[config.mk]
export PLATFORM = sky130hd
export DESIGN_NAME = bhq_engine
export DESIGN_NICKNAME = d
export VERILOG_FILES = /design/src/sv/binary_max_heap_queue_assert.svh /design/src/sv/bhq_pkg.sv /design/src/sv/bhq_engine.sv
export SDC_FILE = /design/constraint.sdc
export NUM_CORES = 1
export LEC_CHECK = 0
export ABC_AREA = 1
export BUFFER_PORTS_ARGS = -buffer_cell sky130_fd_sc_hd__buf_4
export CAP_MARGIN = 20
export CELL_PAD_IN_SITES_DETAIL_PLACEMENT = 1
export CELL_PAD_IN_SITES_GLOBAL_PLACEMENT = 1
export CORE_MARGIN = 2
export CORE_UTILIZATION = 41
export DETAILED_ROUTE_END_ITERATION = 8
export GPL_TIMING_DRIVEN = 0
export HOLD_SLACK_MARGIN = 0.12
export PLACE_DENSITY = 0.95
export SYNTH_ARGS = -nofsm -noshare
export SYNTH_HDL_FRONTEND = slang
export SYNTH_SLANG_ARGS = --single-unit
[constraint.sdc]
create_clock -name clock -period 12.1 [get_ports clock]
set_clock_uncertainty 0.05 [all_clocks]
set_input_delay 1.21 -clock clock [delete_from_list [all_inputs] [get_ports clock]]
set_output_delay 1.21 -clock clock [all_outputs]
set_load 0.03 [all_outputs]
[src/sv/binary_max_heap_queue_assert.svh]
// Assertion macros used by the heap queue top level.
// Define NO_ASSERTIONS to compile them out.
`ifndef BINARY_MAX_HEAP_QUEUE_ASSERT_SVH
`define BINARY_MAX_HEAP_QUEUE_ASSERT_SVH

`ifndef NO_ASSERTIONS

// Consequent must hold in the same cycle as the antecedent.
`define BHQ_ASSERT_SAME(label, clk, rst, ante, cons) \
   label: assert property (@(posedge clk) disable iff (rst) (ante) |-> (cons)) \
      else $error("heap queue check failed");

// Consequent must hold in the cycle after the antecedent.
`define BHQ_ASSERT_NEXT(label, clk, rst, ante, cons) \
   label: assert property (@(posedge clk) disable iff (rst) (ante) |=> (cons)) \
      else $error("heap queue check failed");

`else

`define BHQ_ASSERT_SAME(label, clk, rst, ante, cons)
`define BHQ_ASSERT_NEXT(label, clk, rst, ante, cons)

`endif

`endif

[src/sv/bhq_pkg.sv]
package bhq_pkg;

   // Default sizes of the queue.
   localparam int unsigned CAPACITY_DEF  = 1024;
   localparam int unsigned KEY_WIDTH_DEF = 32;

   // Fixed field widths.
   localparam int unsigned DATA_W   = 32;
   localparam int unsigned PRIO_W   = 32;
   localparam int unsigned FILL_W   = 11;
   localparam int unsigned STATUS_W = 2;

   // Command codes.
   localparam logic CMD_PUSH = 1'b0;
   localparam logic CMD_POP  = 1'b1;

   // Result status codes.
   typedef enum logic [STATUS_W-1:0] {
      ST_OK    = 2'd0,
      ST_FULL  = 2'd1,
      ST_EMPTY = 2'd2
   } status_type;

   // One result item.
   typedef struct packed {
      logic [DATA_W-1:0] out_key;
      logic [PRIO_W-1:0] out_priority;
      status_type        status;
      logic [FILL_W-1:0] fill_level;
   } rsp_type;

endpackage

[src/sv/bhq_engine.sv]
module bhq_engine #(
   parameter int unsigned CAPACITY  = bhq_pkg::CAPACITY_DEF,
   parameter int unsigned KEY_WIDTH = bhq_pkg::KEY_WIDTH_DEF,
   localparam int unsigned SKW = (KEY_WIDTH < bhq_pkg::DATA_W) ? KEY_WIDTH : bhq_pkg::DATA_W,
   localparam int unsigned EW  = SKW + bhq_pkg::PRIO_W,
   localparam int unsigned IW  = $clog2(CAPACITY)
) (
   input  logic                        clock,
   input  logic                        reset,
   input  logic                        req_valid,
   output logic                        req_ready,
   input  logic                        req_command,
   input  logic [bhq_pkg::DATA_W-1:0]  req_key,
   input  logic [bhq_pkg::PRIO_W-1:0]  req_priority,
   output logic                        res_valid,
   input  logic                        res_ready,
   output bhq_pkg::rsp_type            res,
   output logic                        mem_wr_en,
   output logic [IW-1:0]               mem_wr_addr,
   output logic [EW-1:0]               mem_wr_data,
   output logic [IW-1:0]               mem_rd_addr_a,
   output logic [IW-1:0]               mem_rd_addr_b,
   input  logic [EW-1:0]               mem_rd_data_a,
   input  logic [EW-1:0]               mem_rd_data_b
);

   import bhq_pkg::*;

   localparam int unsigned CW = $clog2(CAPACITY + 1);
   localparam int unsigned XW = IW + 2;

   typedef enum logic [2:0] {
      S_IDLE,
      S_POP_READ,
      S_UP,
      S_DOWN,
      S_RESULT
   } state_type;

   state_type         state_ff, state_in;
   logic [CW-1:0]     count_ff, count_in;
   logic [IW-1:0]     pos_ff, pos_in;
   logic [EW-1:0]     elem_ff, elem_in;
   rsp_type           res_ff, res_in;

   logic [IW-1:0]     parent_idx;
   logic [XW-1:0]     left_idx, right_idx, count_x;
   logic              left_ok, right_ok, take_left, take_right;
   logic [PRIO_W-1:0] elem_prio, left_prio, right_prio, best_prio;
   logic [IW-1:0]     child_idx;
   logic [XW-1:0]     child_left, child_right;
   logic [31:0]       count_wide;

   // Neighbors of the current hole position.
   always_comb begin
      parent_idx  = IW'((pos_ff - IW'(1)) >> 1);
      left_idx    = (XW'(pos_ff) << 1) + XW'(1);
      right_idx   = (XW'(pos_ff) << 1) + XW'(2);
      count_x     = XW'(count_ff);
      left_ok     = left_idx < count_x;
      right_ok    = right_idx < count_x;
      elem_prio   = elem_ff[PRIO_W-1:0];
      left_prio   = mem_rd_data_a[PRIO_W-1:0];
      right_prio  = mem_rd_data_b[PRIO_W-1:0];
      take_left   = left_ok && (left_prio > elem_prio);
      best_prio   = take_left ? left_prio : elem_prio;
      take_right  = right_ok && (right_prio > best_prio);
      child_idx   = take_right ? right_idx[IW-1:0] : left_idx[IW-1:0];
      child_left  = (XW'(child_idx) << 1) + XW'(1);
      child_right = (XW'(child_idx) << 1) + XW'(2);
      count_wide  = 32'(count_ff);
   end

   // Sift sequencer: one heap level per cycle against the registered reads.
   always_comb begin
      state_in      = state_ff;
      count_in      = count_ff;
      pos_in        = pos_ff;
      elem_in       = elem_ff;
      res_in        = res_ff;
      req_ready     = 1'b0;
      res_valid     = 1'b0;
      mem_wr_en     = 1'b0;
      mem_wr_addr   = pos_ff;
      mem_wr_data   = elem_ff;
      mem_rd_addr_a = '0;
      mem_rd_addr_b = '0;

      case (state_ff)
         S_IDLE: begin
            req_ready           = 1'b1;
            res_in.out_key      = '0;
            res_in.out_priority = '0;
            res_in.status       = ST_OK;
            if (req_valid) begin
               if (req_command == CMD_PUSH) begin
                  elem_in = {req_key[SKW-1:0], req_priority};
                  if (count_ff == CW'(CAPACITY)) begin
                     res_in.status = ST_FULL;
                     state_in      = S_RESULT;
                  end else if (count_ff == '0) begin
                     // First entry goes straight to the root.
                     mem_wr_en   = 1'b1;
                     mem_wr_addr = '0;
                     mem_wr_data = {req_key[SKW-1:0], req_priority};
                     count_in    = count_ff + CW'(1);
                     state_in    = S_RESULT;
                  end else begin
                     pos_in        = count_ff[IW-1:0];
                     mem_rd_addr_a = IW'((count_ff[IW-1:0] - IW'(1)) >> 1);
                     count_in      = count_ff + CW'(1);
                     state_in      = S_UP;
                  end
               end else begin
                  if (count_ff == '0) begin
                     res_in.status = ST_EMPTY;
                     state_in      = S_RESULT;
                  end else begin
                     // Fetch the root and the last entry together.
                     mem_rd_addr_a = '0;
                     mem_rd_addr_b = IW'(count_ff - CW'(1));
                     count_in      = count_ff - CW'(1);
                     state_in      = S_POP_READ;
                  end
               end
            end
         end

         S_POP_READ: begin
            res_in.out_key      = DATA_W'(mem_rd_data_a[EW-1:PRIO_W]);
            res_in.out_priority = mem_rd_data_a[PRIO_W-1:0];
            elem_in             = mem_rd_data_b;
            pos_in              = '0;
            mem_rd_addr_a       = IW'(1);
            mem_rd_addr_b       = IW'(2);
            if (count_ff == '0) begin
               state_in = S_RESULT;
            end else begin
               state_in = S_DOWN;
            end
         end

         S_UP: begin
            mem_wr_en = 1'b1;
            if (pos_ff == '0) begin
               state_in = S_RESULT;
            end else if (mem_rd_data_a[PRIO_W-1:0] < elem_prio) begin
               // Parent moves down into the hole; the next parent is fetched.
               mem_wr_data   = mem_rd_data_a;
               pos_in        = parent_idx;
               mem_rd_addr_a = IW'((parent_idx - IW'(1)) >> 1);
            end else begin
               state_in = S_RESULT;
            end
         end

         S_DOWN: begin
            mem_wr_en = 1'b1;
            if (take_left || take_right) begin
               // Larger child moves up; its children are fetched.
               mem_wr_data   = take_right ? mem_rd_data_b : mem_rd_data_a;
               pos_in        = child_idx;
               mem_rd_addr_a = child_left[IW-1:0];
               mem_rd_addr_b = child_right[IW-1:0];
            end else begin
               state_in = S_RESULT;
            end
         end

         S_RESULT: begin
            res_valid = 1'b1;
            if (res_ready) begin
               state_in = S_IDLE;
            end
         end

         default: begin
            state_in = S_IDLE;
         end
      endcase
   end

   // Result carries the fill level after the operation.
   always_comb begin
      res            = res_ff;
      res.fill_level = count_wide[FILL_W-1:0];
   end

   always_ff @(posedge clock) begin
      if (reset) begin
         state_ff <= S_IDLE;
         count_ff <= '0;
      end else begin
         state_ff <= state_in;
         count_ff <= count_in;
      end
      pos_ff  <= pos_in;
      elem_ff <= elem_in;
      res_ff  <= res_in;
   end

endmodule

==> results of run 1 <==
[cell usage in the layout (no fill, tap or decap), drive strengths merged]
cell type    n
buf        411
o221ai       8
a22oi       21
nor3        15
o311ai       1
nand4       53
dfxtp       14
nor2       205
and3         1
o2111ai      1
o211ai      84
nand3b       2
nand3       59
clkbuf      86
a21oi       71
ha          90
o21ai      221
a311oi       1
a211o        1
xor2        31
inv        264
o22ai        7
or2         10
diode        5
bufinv       4
o32ai        2
a31oi        5
a21o         2
nor4         4
o21a         5
xnor2        2
nand2      631
a211oi       6
clkinv      11
edfxtp     140
o31ai        1
[routing by layer]
layer | vias up | GRT usage | share of wire | routed length (µm)
li1 | 7683 | - | - | -
met1 | 8645 | 0.505 | 0.36 | 27400
met2 | 1458 | 0.658 | 0.44 | 34100
met3 | 400 | 0.110 | 0.12 | 9210
met4 | 2 | 0.294 | 0.078 | 5950
met5 | - | 0 | 0.00018 | 14
[kinds of logic after synthesis]
logic type / share of synthesized area
AOI/OAI and AO/OA: 0.182
DFF: 0.318
buffers and inverters: 0.107
and+or+nand+nor: 0.292
adders and majority gates: 0.0799
xor gates and xnor gates: 0.0205
[registers in the layout, indices dropped and copies added (netlist names)]
register / flops
pos_ff: 10
count_ff: 11
elem_ff: 64
res: 66
state_ff: 3
[cell type report]
class	count	share of cell area
diodes	5	0.000690
plain buffers	105	0.0277
clock buffers	19	0.0239
clock inverters	12	0.00855
inverters	267	0.0555
multi-input cells	1540	0.448
flip-flops and latches	154	0.247
well taps	448	0.0309
repair buffers	373	0.158
[how the worst min path moves through the flow]
stage                 from           to  cells after the start
6_report       count_ff[5]  count_ff[5]                      2
2_1_floorplan  state_ff[1]  state_ff[2]                      4
3_5_place_dp   count_ff[5]  count_ff[5]                      2
3_3_place_gp   count_ff[5]  count_ff[5]                      2
5_1_grt        count_ff[5]  count_ff[5]                      2
4_1_cts        count_ff[5]  count_ff[5]                      2
[per-stage QoR]
step | hold slack (ns) | utilization
after detailed placement | 0.549 | 0.520
after global placement | 0.521 | 0.517
after global routing | 0.575 | 0.538
final | 0.547 | 0.538
after floorplan | 0.542 | -
after CTS | 0.562 | 0.538
[power groups by stage]
stage / sequential, mW / combinational, mW / clock [mW]
global placement: 1.02 / 4.59 / 0
global route: 1.02 / 5.21 / 0.600
finish: 1.01 / 4.96 / 0.590
floorplan: 1.18 / 2.70 / 0
detailed placement: 1.01 / 4.78 / 0
CTS: 1.00 / 4.82 / 0.583
[worst register-to-register path: stages, from the launching register on]
cell and delay (ns):
sky130_fd_sc_hd__edfxtp_1 0.37, sky130_fd_sc_hd__inv_1 0.10, sky130_fd_sc_hd__ha_1 0.31, sky130_fd_sc_hd__nand2_1 0.08, sky130_fd_sc_hd__nor2_1 0.23, sky130_fd_sc_hd__inv_1 0.09
sky130_fd_sc_hd__nor3_1 0.35, sky130_fd_sc_hd__nand4_1 0.31, sky130_fd_sc_hd__nand3_2 0.20, sky130_fd_sc_hd__clkbuf_1 0.54, sky130_fd_sc_hd__clkbuf_1 0.55, sky130_fd_sc_hd__o21ai_0 0.26
sky130_fd_sc_hd__ha_1 0.37, sky130_fd_sc_hd__nand2_1 0.07, sky130_fd_sc_hd__nor2_1 0.22, sky130_fd_sc_hd__nand2_1 0.12, sky130_fd_sc_hd__inv_1 0.07, sky130_fd_sc_hd__nand2_1 0.06
sky130_fd_sc_hd__nand2_1 0.11, sky130_fd_sc_hd__nand2_1 0.07, sky130_fd_sc_hd__nand2_1 0.31, sky130_fd_sc_hd__nand2_8 0.14, sky130_fd_sc_hd__inv_2 0.16, sky130_fd_sc_hd__nor2_1 0.09
sky130_fd_sc_hd__nand2_1 0.16, sky130_fd_sc_hd__nand2_1 0.18, sky130_fd_sc_hd__a211oi_2 0.81
==> out/summary.txt, run 1 <==
CLOCK NETWORK
------------------------------------------------------------------------------------------
Clock edge transition at the registers on the reported setup and hold paths        0.06 ns
# Post-CTS Setup Buffers                                                                 0
Worst skew pair latency                                                            0.47 ns
PostCTS Resize Cnt                                                                       0
Clock tree from TritonCTS                                                            built
Total clock buffers created by CTS                                                      17
Clock Root Buffer                                                             sky130_fd_sc_hd__clkbuf_16
Count of hold buffers inserted by post-cts repair                                        0
Clock sink total                                                                       154
Number of levels in the clock H-tree                                                     4
Maximum buffer depth of the clock tree                                                   2

PLACEMENT
------------------------------------------------------------------------------------------
HPWL reported at the end of detailed placement                                    58300 µm
Number of buffer cells added on primary ports                                          369
Global placer's final weighted congestion                                             1.03
Placed cells                                                                          2887
Worst slack at placement                                                           3.63 ns
Dpl cell area                                                                    17500 µm²

FLOORPLANNING
------------------------------------------------------------------------------------------
Floorplan die area                                                               35900 µm²
FP Rows                                                                                 67
Ports                                                                                  371
Core region area                                                                 33700 µm²
Die Span X                                                                          189 µm
Chip Height                                                                         189 µm
Starting density of the core                                                         0.418

WORST SETUP PATH
------------------------------------------------------------------------------------------
End of the worst register-to-register path                                       pos_ff[1]
CP max stage cell                                                             sky130_fd_sc_hd__clkbuf_1
Slowest Stage Delay on Critical Path                                               0.55 ns
Max FO, Critical Path                                                                   10
Timing startpoint of the critical path                                        mem_rd_data_a[19]
Critical path start-end classification                                           in -> out
Critical path arrival                                                              7.64 ns
Reg2Reg Launch Point                                                           elem_ff[23]
Top Family by Delay on Critical Path                                          simple AND/OR/NAND/NOR gates
Worst setup EP type                                                             output pin
Bufs and invs on worst path                                                              7
Worst Path Required                                                               10.84 ns
Endpoint of the worst setup timing path                                       mem_rd_addr_b[6]
Launching element type of the critical path                                   primary input
Stages on the worst setup path                                                          31
Worst Reg-to-Reg Cells                                                                  26
Reg-to-reg slack, setup                                                            5.32 ns

FLOW RUN
------------------------------------------------------------------------------------------
Maximum capacitance violations                                                           0

LOGIC SYNTHESIS
------------------------------------------------------------------------------------------
Cells after synthesis                                                                 2066
Count of state elements after synthesis                                                154
Net count of the mapped netlist                                                       2353
Number of warnings reported in the yosys synthesis log                                   0
Most instantiated cells after synthesis                                       622 x sky130_fd_sc_hd__nand2_1, 251 x sky130_fd_sc_hd__inv_1, 194 x sky130_fd_sc_hd__nor2_1
Average cell area after synthesis                                                 6.82 µm²
Synth top area cells                                                          sky130_fd_sc_hd__edfxtp_1 30%, sky130_fd_sc_hd__nand2_1 17%, sky130_fd_sc_hd__ha_1 8.0%
Most common cell in the synthesized netlist                                   sky130_fd_sc_hd__nand2_1
Area fraction of the dominant cell type after synthesis                              0.298
Cell type with the largest total area after synthesis                         sky130_fd_sc_hd__edfxtp_1
Proportion of synthesized chip area in sequential cells                              0.318
Netlist area before placement                                                    14100 µm²
Netlist cell types                                                                      54
Async SR Flop Fraction                                                                   0
Number of enable flip-flop cells after synthesis                                       140
Ys flop type                                                                  sky130_fd_sc_hd__edfxtp_1

FINISH
------------------------------------------------------------------------------------------
Final standard cell area without fillers                                         18100 µm²
Fin nets                                                                              2745
Area used by sequential logic in the layout                                       4480 µm²
Area delta synth->final                                                              28.7%
Total area of multi-input combinational cells                                     8130 µm²
Number of filler instances in the final layout                                        4474
Final cell count without fillers                                                      2923
Share of layout cells above drive strength 1                                         0.199

TIMING
------------------------------------------------------------------------------------------
Minimum period implied by the final worst setup slack                              8.90 ns
Total of endpoints with negative setup slack in the final report                         0
Max-slew violation count                                                                 0
Setup repair after global routing missed its margin                                  false
Setup WS post-layout                                                               3.20 ns
Least-Margin Pin Slew                                                              1.17 ns
Normalized max-slew margin                                                           0.217
Part of the cycle the worst path needs                                               0.736
Max Freq                                                                           112 MHz
Setup TNS                                                                             0 ns
Hold Fails Final Rpt                                                                     0

GLOBAL ROUTING
------------------------------------------------------------------------------------------
Global-route wire length before repair                                           113000 µm
Initial antenna violation count                                                          6
Total congestion overflow after global routing                                           0
All-Layer GR Usage                                                                   0.421
Number of global-route vias before repair                                            18700
Pin count of the biggest net entering global routing                                    29

DETAILED ROUTING
------------------------------------------------------------------------------------------
Number of vias after detailed routing                                                18200
Remaining antenna violation count after routing                                          0
Mean number of vias per cell                                                          6.22
Remaining DRCs                                                                           0
Drt initial violations                                                                2084
Detailed-route wire length per cell                                                26.2 µm
Number of detailed-routing iterations run before antenna repair                          7
Total wirelength of the detailed-routed design                                    76700 µm

POWER
------------------------------------------------------------------------------------------
Worst voltage drop across the vdd grid                                              193 µV
Power per unit of standard cell area                                            362 nW/µm²
Internal Pwr Total                                                                 2.65 mW
Power after layout                                                                 6.56 mW
Switch Pwr                                                                         3.92 mW
Net switching share of the total power                                               0.597
Sequential share of power                                                            0.153
Clk network pwr share                                                                0.090
Static Leak                                                                        8.94 nW
Power share of the combinational group                                               0.757

STATUS
------------------------------------------------------------------------------------------
Outcome                                                                       finished clean

WORST HOLD PATH
------------------------------------------------------------------------------------------
Type of the tightest min-delay check                                            reg -> reg

Power figures use the tool's default switching activity.
==> inputs of run 2 (changes only) <==
Settings changed: CORE_UTILIZATION 41 to 38, PLACE_DENSITY 0.95 to 0.91.
Clock period 12.1 ns to 9.15 ns, I/O delays scaled along.
==> run 2 against run 1 <==
Effect of this change: non-clock buffer count is 1 higher; final area is 0.13% higher; critical path depth stayed put; first-iteration DRC count is 14% lower; sequential share of layout area hardly changed; via count is 2.6% lower; sequential power is 31% higher; cell count is 0.58% higher; count of clock-buffer cells in the layout is 7 higher; setup slack worse by 2.5 ns; critical endpoint is now mem_rd_addr_b[8].
==> out/summary.txt, run 2 (same netlist as run 1, synthesis figures left out) <==
GLOBAL ROUTING
------------------------------------------------------------------------------------------
All-Layer GR Usage                                                                   0.389   -0.0315
Total congestion overflow after global routing                                           0   unchanged
Number of global-route vias before repair                                            18200   -2.6%
Initial antenna violation count                                                          0   -6
Global-route wire length before repair                                           112000 µm   -0.67%
Pin count of the biggest net entering global routing                                    32   +10%

WORST SETUP PATH
------------------------------------------------------------------------------------------
Max FO, Critical Path                                                                   10   unchanged
End of the worst register-to-register path                                       pos_ff[8]
Worst setup EP type                                                             output pin
Slowest Stage Delay on Critical Path                                               0.54 ns   about the same
Launching element type of the critical path                                   primary input
Critical path arrival                                                              7.48 ns   -0.16 ns
Worst Reg-to-Reg Cells                                                                  27   +3.8%
Critical path start-end classification                                           in -> out
CP max stage cell                                                             sky130_fd_sc_hd__clkbuf_1
Reg2Reg Launch Point                                                           elem_ff[27]
Worst Path Required                                                                8.19 ns   -2.65 ns
Cell seen most often among critical-path stages                               sky130_fd_sc_hd__nand2_1
Reg-to-reg slack, setup                                                            2.38 ns   -2.94 ns

POWER
------------------------------------------------------------------------------------------
Power per unit of standard cell area                                            473 nW/µm²   +31%
Static Leak                                                                        8.95 nW   about the same
Worst voltage drop across the vdd grid                                              288 µV   +49%

TIMING
------------------------------------------------------------------------------------------
Minimum period implied by the final worst setup slack                              8.45 ns
Hold Fails Final Rpt                                                                     0   unchanged
Part of the cycle the worst path needs                                               0.923
Max-slew violation count                                                                 0   unchanged
Setup repair after global routing missed its margin                                  false
Least-Margin Pin Slew                                                              1.20 ns   +0.0242 ns
Setup TNS                                                                             0 ns   unchanged
Total of endpoints with negative setup slack in the final report                         0   unchanged
Normalized max-slew margin                                                           0.201   -0.0161
Max Freq                                                                           118 MHz

CLOCK NETWORK
------------------------------------------------------------------------------------------
Maximum buffer depth of the clock tree                                                   2   unchanged
# Post-CTS Setup Buffers                                                                 0   unchanged
Count of hold buffers inserted by post-cts repair                                        0   unchanged
Total clock buffers created by CTS                                                      17   unchanged
Clock tree from TritonCTS                                                            built
Worst skew pair latency                                                            0.47 ns   about the same
Clock sink total                                                                       154   unchanged
Number of levels in the clock H-tree                                                     4   unchanged
Clock edge transition at the registers on the reported setup and hold paths        0.07 ns   about the same
PostCTS Resize Cnt                                                                       0   unchanged
Clock Root Buffer                                                             sky130_fd_sc_hd__clkbuf_16

PLACEMENT
------------------------------------------------------------------------------------------
Global placer's final weighted congestion                                            0.973   -5.3%
Placed cells                                                                          2908   +0.73%
Number of buffer cells added on primary ports                                          369   unchanged
Dpl cell area                                                                    17600 µm²   +0.30%
HPWL reported at the end of detailed placement                                    58700 µm   +0.62%

FINISH
------------------------------------------------------------------------------------------
Flip-flop count of the largest register, all copies and words added                     66   unchanged
Share of layout cells above drive strength 1                                         0.200   +0.00105
Leading cell type in the layout, fill and taps excluded                       sky130_fd_sc_hd__nand2_1
Leading cell types in the layout, fill and taps excluded                      622 x sky130_fd_sc_hd__nand2_1, 377 x sky130_fd_sc_hd__buf_4, 251 x sky130_fd_sc_hd__inv_1, 193 x sky130_fd_sc_hd__nor2_1, 148 x sky130_fd_sc_hd__o21ai_0
Area delta synth->final                                                              28.8%
Fin nets                                                                              2746   +0.036%
Final cell count without fillers                                                      2940   +0.58%
Final standard cell area without fillers                                         18200 µm²   +0.13%
Final core occ                                                                       0.496   -0.0421
Diode insertion count for antenna repair                                                 0   -5

FLOORPLANNING
------------------------------------------------------------------------------------------
Core region area                                                                 36600 µm²   +8.6%
FP Rows                                                                                 70   +4.5%
Starting density of the core                                                         0.385   -0.0333
Die Span X                                                                          197 µm   +3.8%
Floorplan die area                                                               38700 µm²   +7.7%
Chip Height                                                                         197 µm   +3.8%
Ports                                                                                  371   unchanged

DETAILED ROUTING
------------------------------------------------------------------------------------------
Total wirelength of the detailed-routed design                                    76500 µm   -0.17%
Number of vias after detailed routing                                                17700   -2.6%
Mean number of vias per cell                                                          6.03   -3.1%
Remaining antenna violation count after routing                                          0   unchanged
Remaining DRCs                                                                           0   unchanged
Drt initial violations                                                                1794   -14%
Number of detailed-routing iterations run before antenna repair                          6   -1
Detailed-route wire length per cell                                                26.0 µm   -0.75%

FLOW RUN
------------------------------------------------------------------------------------------
Maximum capacitance violations                                                           0   unchanged

WORST HOLD PATH
------------------------------------------------------------------------------------------
Type of the tightest min-delay check                                            reg -> reg
Worst Min Path Start                                                           count_ff[5]
Worst hold path stage count                                                              2   unchanged
Worst hold endpoint                                                            count_ff[5]

STATUS
------------------------------------------------------------------------------------------
Outcome                                                                       finished clean

[run 2: report_power, final]
part	switching, mW	internal [mW]
clock	0.343	0.413
combinational	4.60	1.92
sequential	0.189	1.13
total	5.13	3.47
[run 2: worst max-delay path, delay by kind of cell]
| family | cells | cell delay (ns) |
|---|---|---|
| AO/OA/AOI/OAI | 6 | 0.91 |
| adder cells (fa/ha/maj) | 3 | 1.04 |
| buffers and inverters | 7 | 2.04 |
| AND/OR/NAND/NOR | 15 | 2.58 |
[run 2: area by class of cell]
type,instances,area [µm²]
well taps,468,586
fillers,4836,18400
clock inverters,6,61.3
repair buffers,374,2890
inverters,267,1010
plain buffers,105,502
multi-input cells,1540,8130
clock buffers,26,510
flip-flops and latches,154,4480
[run 2: routing by layer]
layer | global-route usage | routed length [µm] | vias up
li1 | - | - | 7680
met1 | 0.485 | 29400 | 8595
met2 | 0.631 | 34800 | 1155
met3 | 0.0789 | 7890 | 290
met4 | 0.216 | 4470 | 0
met5 | 0 | 0 | -
[run 2: through the flow]
stage                     setup WS [ns]  total power [mW]  hold WS, ns
after floorplan                    1.97              5.14        0.542
after global placement            -2.97              7.45        0.513
after detailed placement           1.07              7.64        0.524
after CTS                         0.966              8.44        0.537
after global routing              0.381              9.00        0.563
final                             0.704              8.60        0.555
[run 2: how the worst max path moves through the flow]
stage,start,endpoint,cells after the start
final,mem_rd_data_a[19],mem_rd_addr_b[8],31
after global routing,mem_rd_data_a[27],mem_rd_addr_b[8],31
after CTS,mem_rd_data_a[27],mem_rd_addr_b[8],31
after detailed placement,mem_rd_data_a[19],mem_rd_addr_b[8],31
after global placement,state_ff[2],elem_ff[61],3
after floorplan,state_ff[2],elem_ff[0],3
